$ cat src/hdl/rwl_pkg.sv
// shared constants for the reader/writer lock arbiter
`default_nettype none
package rwl_pkg;

  // default widths
  localparam int ID_BITS_DEF    = 8;
  localparam int COUNT_BITS_DEF = 8;

  // fixed field widths
  localparam int OP_W      = 4;
  localparam int STATUS_W  = 2;
  localparam int READERS_W = 8;

  // operation codes
  localparam logic [OP_W-1:0] OP_READ        = 4'd0;
  localparam logic [OP_W-1:0] OP_WRITE       = 4'd1;
  localparam logic [OP_W-1:0] OP_DONE        = 4'd2;
  localparam logic [OP_W-1:0] OP_UPGRADE     = 4'd3;
  localparam logic [OP_W-1:0] OP_DOWNGRADE   = 4'd4;
  localparam logic [OP_W-1:0] OP_TRY_READ    = 4'd5;
  localparam logic [OP_W-1:0] OP_TRY_WRITE   = 4'd6;
  localparam logic [OP_W-1:0] OP_TRY_UPGRADE = 4'd7;
  localparam logic [OP_W-1:0] OP_SET_REC     = 4'd8;
  localparam logic [OP_W-1:0] OP_CLEAR_REC   = 4'd9;

  // status codes
  localparam logic [STATUS_W-1:0] ST_GRANT = 2'd0;
  localparam logic [STATUS_W-1:0] ST_DENY  = 2'd1;
  localparam logic [STATUS_W-1:0] ST_BLOCK = 2'd2;
  localparam logic [STATUS_W-1:0] ST_ERR   = 2'd3;

endpackage
`default_nettype wire

$ cat src/hdl/reader_writer_lock_arbiter.sv
// reader/writer lock arbiter with upgrade, downgrade and recursive owner
// latency: a request beat accepted at one edge shows its result beat from the next cycle
// throughput: one request per cycle while the result side is not stalled; the lock state updates in the accepting cycle
// and the result register lets a new request in while the previous result is being taken
// reset (rst, synchronous): all lock state, may_sleep and the result valid are cleared
// config writes are always ready and take effect at the accepting edge
`default_nettype none
module reader_writer_lock_arbiter #(
  parameter int ID_BITS    = rwl_pkg::ID_BITS_DEF,
  parameter int COUNT_BITS = rwl_pkg::COUNT_BITS_DEF
) (
  input  wire logic                          clk,
  input  wire logic                          rst,
  // config channel
  input  wire logic                          cfg_valid,
  output logic                               cfg_ready,
  input  wire logic                          cfg_data,
  // request channel
  input  wire logic                          in_valid,
  output logic                               in_ready,
  input  wire logic [rwl_pkg::OP_W-1:0]      operation,
  input  wire logic [ID_BITS-1:0]            requester_id,
  // result channel
  output logic                               out_valid,
  input  wire logic                          out_ready,
  output logic [rwl_pkg::STATUS_W-1:0]       status,
  output logic                               wake_waiters,
  output logic [rwl_pkg::READERS_W-1:0]      readers_held,
  output logic                               writer_held
);
  import rwl_pkg::*;

  localparam logic [COUNT_BITS-1:0] CNT_MAX = '1;
  localparam logic [COUNT_BITS-1:0] CNT_ONE = COUNT_BITS'(1);
  localparam int EXT_W = (COUNT_BITS > READERS_W) ? COUNT_BITS : READERS_W;

  // lock state
  logic                  may_sleep;
  logic [COUNT_BITS-1:0] reader_count, reader_count_next;
  logic                  write_wanted, write_wanted_next;
  logic                  upgrade_wanted, upgrade_wanted_next;
  logic [COUNT_BITS-1:0] nest_depth, nest_depth_next;
  logic [ID_BITS-1:0]    recursive_owner, recursive_owner_next;
  logic                  recursive_owner_valid, recursive_owner_valid_next;
  logic                  waiters_present, waiters_present_next;
  logic [ID_BITS-1:0]    pending_writer, pending_writer_next;
  logic                  pending_writer_valid, pending_writer_valid_next;
  logic [ID_BITS-1:0]    pending_upgrader, pending_upgrader_next;
  logic                  pending_upgrader_valid, pending_upgrader_valid_next;

  logic [STATUS_W-1:0]   st;
  logic                  wake;
  logic                  owner;
  logic                  released;
  logic                  is_try;
  logic                  accept;
  logic [EXT_W-1:0]      count_ext;

  assign cfg_ready = 1'b1;
  assign in_ready  = !out_valid || out_ready;
  assign accept    = in_valid && in_ready;
  assign owner     = recursive_owner_valid && (recursive_owner == requester_id);

  // next lock state and result for the request on the inputs
  always_comb begin
    reader_count_next           = reader_count;
    write_wanted_next           = write_wanted;
    upgrade_wanted_next         = upgrade_wanted;
    nest_depth_next             = nest_depth;
    recursive_owner_next        = recursive_owner;
    recursive_owner_valid_next  = recursive_owner_valid;
    waiters_present_next        = waiters_present;
    pending_writer_next         = pending_writer;
    pending_writer_valid_next   = pending_writer_valid;
    pending_upgrader_next       = pending_upgrader;
    pending_upgrader_valid_next = pending_upgrader_valid;
    st       = ST_ERR;
    wake     = 1'b0;
    released = 1'b1;
    is_try   = (operation == OP_TRY_UPGRADE);
    case (operation)
      OP_READ, OP_TRY_READ: begin
        if (!owner && (write_wanted || upgrade_wanted)) begin
          if (operation == OP_READ) begin
            if (may_sleep) waiters_present_next = 1'b1;
            st = ST_BLOCK;
          end else begin
            st = ST_DENY;
          end
        end else if (reader_count == CNT_MAX) begin
          st = ST_ERR;
        end else begin
          reader_count_next = reader_count + CNT_ONE;
          st = ST_GRANT;
        end
      end
      OP_WRITE, OP_TRY_WRITE: begin
        if (owner) begin
          if (nest_depth == CNT_MAX) begin
            st = ST_ERR;
          end else begin
            nest_depth_next = nest_depth + CNT_ONE;
            st = ST_GRANT;
          end
        end else if (operation == OP_TRY_WRITE) begin
          if (write_wanted || upgrade_wanted || reader_count != '0) begin
            st = ST_DENY;
          end else begin
            write_wanted_next = 1'b1;
            st = ST_GRANT;
          end
        end else if (pending_writer_valid && pending_writer == requester_id) begin
          if (reader_count != '0 || upgrade_wanted) begin
            if (may_sleep) waiters_present_next = 1'b1;
            st = ST_BLOCK;
          end else begin
            pending_writer_valid_next = 1'b0;
            st = ST_GRANT;
          end
        end else if (write_wanted) begin
          if (may_sleep) waiters_present_next = 1'b1;
          st = ST_BLOCK;
        end else begin
          write_wanted_next = 1'b1;
          if (reader_count != '0 || upgrade_wanted) begin
            pending_writer_next       = requester_id;
            pending_writer_valid_next = 1'b1;
            if (may_sleep) waiters_present_next = 1'b1;
            st = ST_BLOCK;
          end else begin
            st = ST_GRANT;
          end
        end
      end
      OP_DONE: begin
        // release the innermost hold
        if (reader_count != '0) begin
          reader_count_next = reader_count - CNT_ONE;
        end else if (nest_depth != '0) begin
          nest_depth_next = nest_depth - CNT_ONE;
        end else if (upgrade_wanted) begin
          upgrade_wanted_next         = 1'b0;
          pending_upgrader_valid_next = 1'b0;
        end else if (write_wanted) begin
          write_wanted_next         = 1'b0;
          pending_writer_valid_next = 1'b0;
        end else begin
          released = 1'b0;
        end
        if (released) begin
          st = ST_GRANT;
          if (waiters_present && reader_count_next == '0) begin
            waiters_present_next = 1'b0;
            wake = 1'b1;
          end
        end
      end
      OP_UPGRADE, OP_TRY_UPGRADE: begin
        if (pending_upgrader_valid && pending_upgrader == requester_id) begin
          // retry of a recorded upgrader
          if (reader_count != '0) begin
            if (is_try || may_sleep) waiters_present_next = 1'b1;
            st = ST_BLOCK;
          end else begin
            pending_upgrader_valid_next = 1'b0;
            st = ST_GRANT;
          end
        end else if (reader_count == '0) begin
          st = ST_ERR;
        end else if (owner) begin
          if (nest_depth == CNT_MAX) begin
            st = ST_ERR;
          end else begin
            reader_count_next = reader_count - CNT_ONE;
            nest_depth_next   = nest_depth + CNT_ONE;
            st = ST_GRANT;
          end
        end else if (upgrade_wanted) begin
          // competing upgrade: the blocking form gives up its read
          st = ST_DENY;
          if (!is_try) begin
            reader_count_next = reader_count - CNT_ONE;
            if (waiters_present && reader_count_next == '0) begin
              waiters_present_next = 1'b0;
              wake = 1'b1;
            end
          end
        end else begin
          upgrade_wanted_next = 1'b1;
          reader_count_next   = reader_count - CNT_ONE;
          if (reader_count_next != '0) begin
            pending_upgrader_next       = requester_id;
            pending_upgrader_valid_next = 1'b1;
            if (is_try || may_sleep) waiters_present_next = 1'b1;
            st = ST_BLOCK;
          end else begin
            st = ST_GRANT;
          end
        end
      end
      OP_DOWNGRADE: begin
        if (reader_count != CNT_MAX) begin
          if (nest_depth != '0) begin
            nest_depth_next = nest_depth - CNT_ONE;
          end else if (upgrade_wanted) begin
            upgrade_wanted_next         = 1'b0;
            pending_upgrader_valid_next = 1'b0;
          end else if (write_wanted) begin
            write_wanted_next         = 1'b0;
            pending_writer_valid_next = 1'b0;
          end else begin
            released = 1'b0;
          end
          if (released) begin
            reader_count_next = reader_count + CNT_ONE;
            st = ST_GRANT;
            if (waiters_present) begin
              waiters_present_next = 1'b0;
              wake = 1'b1;
            end
          end
        end
      end
      OP_SET_REC: begin
        if (write_wanted) begin
          recursive_owner_next       = requester_id;
          recursive_owner_valid_next = 1'b1;
          st = ST_GRANT;
        end
      end
      OP_CLEAR_REC: begin
        if (owner) begin
          if (nest_depth == '0) recursive_owner_valid_next = 1'b0;
          st = ST_GRANT;
        end
      end
      default: begin
        st = ST_ERR;
      end
    endcase
  end

  // config register
  always_ff @(posedge clk) begin
    if (rst) begin
      may_sleep <= 1'b0;
    end else if (cfg_valid && cfg_ready) begin
      may_sleep <= cfg_data;
    end
  end

  // lock state update on an accepted request beat
  always_ff @(posedge clk) begin
    if (rst) begin
      reader_count           <= '0;
      write_wanted           <= 1'b0;
      upgrade_wanted         <= 1'b0;
      nest_depth             <= '0;
      recursive_owner        <= '0;
      recursive_owner_valid  <= 1'b0;
      waiters_present        <= 1'b0;
      pending_writer         <= '0;
      pending_writer_valid   <= 1'b0;
      pending_upgrader       <= '0;
      pending_upgrader_valid <= 1'b0;
    end else if (accept) begin
      reader_count           <= reader_count_next;
      write_wanted           <= write_wanted_next;
      upgrade_wanted         <= upgrade_wanted_next;
      nest_depth             <= nest_depth_next;
      recursive_owner        <= recursive_owner_next;
      recursive_owner_valid  <= recursive_owner_valid_next;
      waiters_present        <= waiters_present_next;
      pending_writer         <= pending_writer_next;
      pending_writer_valid   <= pending_writer_valid_next;
      pending_upgrader       <= pending_upgrader_next;
      pending_upgrader_valid <= pending_upgrader_valid_next;
    end
  end

  assign count_ext = EXT_W'(reader_count_next);

  // result register valid
  always_ff @(posedge clk) begin
    if (rst) begin
      out_valid <= 1'b0;
    end else if (in_ready) begin
      out_valid <= in_valid;
    end
  end

  // result register payload
  always_ff @(posedge clk) begin
    if (accept) begin
      status       <= st;
      wake_waiters <= wake;
      readers_held <= count_ext[READERS_W-1:0];
      writer_held  <= write_wanted_next || upgrade_wanted_next;
    end
  end

endmodule
`default_nettype wire

$ cat config.mk
export PLATFORM = sky130hd
export DESIGN_NAME = reader_writer_lock_arbiter
export DESIGN_NICKNAME = d
export VERILOG_FILES = /design/src/hdl/rwl_pkg.sv /design/src/hdl/reader_writer_lock_arbiter.sv
export SDC_FILE = /design/constraint.sdc
export NUM_CORES = 1
export LEC_CHECK = 0
export BUFFER_PORTS_ARGS = -buffer_cell sky130_fd_sc_hd__buf_2
export CAP_MARGIN = 5
export CELL_PAD_IN_SITES_DETAIL_PLACEMENT = 1
export CELL_PAD_IN_SITES_GLOBAL_PLACEMENT = 1
export CORE_MARGIN = 10
export CORE_UTILIZATION = 45
export CTS_CLUSTER_DIAMETER = 150
export DETAILED_ROUTE_END_ITERATION = 8
export PLACE_DENSITY = 0.79
export SYNTH_ARGS = -nofsm -noshare
export SYNTH_HDL_FRONTEND = slang
export SYNTH_SLANG_ARGS = --single-unit
$ cat constraint.sdc
create_clock -name clk -period 7.8 [get_ports clk]
set_input_delay 1.56 -clock clk [delete_from_list [all_inputs] [get_ports clk]]
set_output_delay 1.56 -clock clk [all_outputs]
set_load 0.02 [all_outputs]
[Word level (Yosys, flattened, before mapping)]
Cells that the tools add are included.
Word-level totals
  output and inout port bits: 15
  register bits: 60
  input bits: 18
  logic and storage cells: 235
Cells by class
  bitwise logic cells: 7
  reductions and logical operators: 39
  $add $sub $neg: 4
  equality and inequality tests: 41
  multiplexer cells: 127
Operator list (count)
  $mux 8: 19
  $mux 1: 78
  $pmux 8 s4: 2
  $mux 2: 20
  $logic_not 8->1: 4
  $ne 2x2->1 const B: 14
  $ne 3x3->1 const B: 9
  $eq 8x8->1: 3
  $reduce_bool 8->1: 3
  $reduce_and 9->1: 2
  $add 8x1->8 const B: 2
  $eq 4x3->1 const B: 4
  $eq 8x8->1 const B: 2
  $reduce_and 16->1: 1
  $sub 8x1->8 const B: 2
  $pmux 1 s3: 5
  $pmux 2 s7: 1
  $reduce_and 7->1: 2
  $ne 4x4->1 const B: 3
  $eq 4x2->1 const B: 2
  $eq 4x4->1 const B: 2
  $ne 8x8->1 const B: 1
  $logic_and 1x1->1: 7
  $not 1->1: 7
  14 further kinds: 23

[Depth between registers and ports, before layout]
  word-level depth: 10
  mapped depth: 12
  mapped depth without buffers: 11

[Worst setup path before layout]
OpenSTA, ideal clock, no wires.
  path type: input to register
  start point: in operation[2] (netlist bit)
  end point: reg nest_depth[7]
  path buffers: 1
  arrival: 3869 ps
  library setup time: 116 ps
  data required time: 7684 ps
  slack: 3816 ps
  stages on the path: 12
  cells stage by stage: clkbuf_1 nor2b_1 o21ai_1 inv_1 ha_1 a21o_1 a21oi_1 o21ai_0 o41ai_1 xnor2_1 a21oi_1 a31o_1
Between the ends
  longest elaborated chain between the ends: 4
  elaborated cells between the ends (all ways): 15
  those cells by class: eq/ne (10); mux (1); reduce/logical (4)
RTL lines
  start: declaration: RTL line reader_writer_lock_arbiter.sv:21  | input wire logic [rwl_pkg::OP_W-1:0] operation,
  $eq 4x3->1, or another cell as far along: RTL line reader_writer_lock_arbiter.sv:81  | case (operation)
  $reduce_or 2->1: RTL line reader_writer_lock_arbiter.sv:81
  $reduce_bool 4->1 (no line) or $ne 2x2->1 (tied branches)
  $reduce_and 6->1 (no line)
  end signal: assignment: RTL line reader_writer_lock_arbiter.sv:270  | nest_depth <= nest_depth_next;
  end: declaration: RTL line reader_writer_lock_arbiter.sv:42  | logic [COUNT_BITS-1:0] nest_depth, nest_depth_next;
Parallel ways exist; a longest one is shown, timed or not.
A chain may end at the register's enable or synchronous reset.

[Worst setup path in the final report]
  start point: in out_ready
  end point: reg recursive_owner[3]
Between the ends
  longest elaborated chain between the ends: 3
RTL lines
  start: declaration: RTL line reader_writer_lock_arbiter.sv:25  | input wire logic out_ready,
  $logic_or 1x1->1: RTL line reader_writer_lock_arbiter.sv:60  | assign in_ready = !out_valid || out_ready;
  $logic_and 1x1->1: RTL line reader_writer_lock_arbiter.sv:61  | assign accept = in_valid && in_ready;
  $reduce_and 3->1 (no line)
  end signal: assignment: RTL line reader_writer_lock_arbiter.sv:271  | recursive_owner <= recursive_owner_next;
  end: declaration: RTL line reader_writer_lock_arbiter.sv:43  | logic [ID_BITS-1:0] recursive_owner, recursive_owner_next;
No other way between the ends.

==> reports/qor.csv <==
metric;value;unit
status;finished clean;
path_cells;buf_2 -> nand2b_1 -> nand2_1 -> clkinv_1 -> nand4_1 -> mux2i_1 -> nor2_1;
placed_area;4450;µm²
root_buffer;clkbuf_8;
arrival;4.42;ns
synthTopCellsByArea;dfxtp_1, edfxtp_1, mux2i_1;
crit_type;in2reg;
synth_nets;543;
synth_top_cell_by_area;dfxtp_1;
dp_slack;3.17;ns
finalCritPeriodShare;54.2;%
grt_pass1_vias;4113;
place_congestion;0.931;
netlist_instances;515;
setup_viol;0;
synth-seq-area-share;30.6;%
skew;0.0111;ns
antenna_cells;0;
ys_async_sr_fraction;0;%
track_usage;18.2;%
ys.flop_type;dfxtp_1;
syn_avg_cell_area;8.37;µm²
ff2ff_setup_slack;4.51;ns
synth.distinct_cells;79;
final_cell_area;4660;µm²
grt_pass1_wl;21.2;mm
rsz0062_at_grt;no;
clkTransAtPathRegs;0.07;ns
netlist_top_cells_count;nor2_1, dfxtp_1, nand2_1, mux2i_1, a21oi_1;
fin_util;50.1;%
antenna_found_initial;0;
cpMaxStageDelayCell;nand4_1;
synth_edf_count;12;
num_vias;3955;
finalMaxSlewViolations;0;
p_per_area;178;nW/µm²
worstHoldPathCells;2;
r2r_cells;7;
tightest_slew;0.997;ns
drcViolationCount;0;
min_from;recursive_owner_valid$_SDFFE_PP0P_;
synth_top_area_share;22.3;%
fin_nets;549;
cts_setup_buffers;0;
cts_made_buffers;9;
timing.rr.start;reader_count[0]$_SDFFE_PP0P_;
antenna_left;0;
post_drt_wl_per_cell;19.4;µm
insertion_delay;0.35;ns
hold_class;reg2reg;
layout-drive-gt1-share;13.7;%
leakage;1.87;nW
die_x;118;µm
grt_overflow_total;0;
syn_to_final_growth;7.95;%
cts_tree;yes;
endpoint_kind;register;
ys_ff_latch;60;
r2r-end;pending_upgrader_valid$_SDFFE_PP0P_;
die_area;13900;µm²
coreArea;9280;µm²
pin_count;33;
dieHeight;118;µm
setup_slack;3.57;ns
max_freq;237;MHz
tns;0;ns
grt_max_degree;54;
slowest_delay;0.93;ns
rows;35;
hold_path_end;recursive_owner_valid$_SDFFE_PP0P_;
dr.pass1.iters;4;
syn_area;4310;µm²
start_util;46.5;%
clock_sinks;60;
fill_cells;1177;
hold_buffers;0;
hpwl;9.37;mm
peakVddDrop;93.5;µV
yosys_warnings;0;
wirelength;12.7;mm
relSlewSlack;33.5;%
required;7.99;ns
min_period;4.23;ns
drt-initial-drc-count;225;
start_kind;primary input;
crit_fanout;30;
cts_htree_levels;3;
cts_resized;0;
yosysMostFrequentCell;nor2_1;
hold_violations;0;
maxCapViolCount;0;
clock_path_buffers;2;
portBuffers;31;
via_per_inst;6.04;
==> area by class of cell <==
type	count	area [µm²]	area share, %
Clock buffer	11	131	2.82
Multi-Input combinational cell	405	2750	59.2
Sequential cell	60	1320	28.4
Inverter	13	48.8	1.05
Timing Repair Buffer	32	163	3.49
Clock inverter	5	76.3	1.64
Tap cell	129	161	3.47
==> state kept, by name, summed over array words and instances (netlist names), 2 cells and up <==
signal	cells
pending_upgrader	8
pending_writer	8
readers_held	8
status	2
recursive_owner	8
nest_depth	8
reader_count	8
==> critical path: cells and delay by family <==
family | cells | cell delay [ns]
simple gates | 4 | 1.57
buf+inv | 2 | 0.99
mux | 1 | 0.28
==> logic make-up after synthesis <==
group	count (synthesis)	share of synthesized area (%)
AND/OR/NAND/NOR	204	24.6
AO/OA/AOI/OAI	123	20.5
flip-flops	60	30.6
buffers and inverters	50	5.51
XOR/XNOR	35	8.15
multiplexers	32	7.43
adder cells (fa/ha/maj)	10	3.08
other	1	0.0869
==> worst max path at each step <==
stage                       startpoint                               to  slack (ns)  cells after the start
final                        out_ready  recursive_owner[3]$_SDFFE_PP0P_        3.57                      7
after global routing         out_ready  recursive_owner[4]$_SDFFE_PP0P_        3.26                      7
after CTS                    out_ready  recursive_owner[3]$_SDFFE_PP0P_        3.53                      7
after detailed placement     out_ready  recursive_owner[0]$_SDFFE_PP0P_        3.17                      7
after global placement       out_ready  recursive_owner[1]$_SDFFE_PP0P_        3.24                      7
after floorplan           operation[2]       nest_depth[7]$_SDFFE_PP0P_        3.82                     12
==> power breakdown <==
group / internal [mW] / switching, mW
combinational: 0.0590 / 0.113
sequential: 0.331 / 0.0145
clock: 0.179 / 0.132
==> layer usage <==
metal	up-vias	part of all wire [%]	GRT usage (%)	wire length, µm
li1	1897	-	-	-
met1	1942	42	21.0	5320
met2	88	52	32.5	6610
met3	28	3.4	3.45	429
met4	0	2.7	6.80	339
met5	-	0	0	0
==> placed cells by master, fill, tap and decap left out, types with 6 or more instances in the layout <==
cell type	instances
nor2_1	75
dfxtp_1	48
nand2_1	33
mux2i_1	32
buf_2	31
a21oi_1	30
nor3_1	19
xor2_1	16
o21ai_0	14
xnor2_1	13
nand3_1	13
inv_1	12
edfxtp_1	12
nand4_1	10
ha_1	9
clkbuf_8	9
a211oi_1	8
a31oi_1	7
xnor2_2	6
nor4_1	6
o31ai_1	6
==> per-stage QoR <==
stage               power [mW]  std cells  hold slack, ns
finish                   0.828        655           0.486
global route             0.870        655           0.516
CTS                      0.835        655           0.486
detailed placement       0.523        639           0.475
global placement         0.516        639           0.473
floorplan                0.479        515           0.453
No activity file was read; power rests on OpenSTA's default activity.
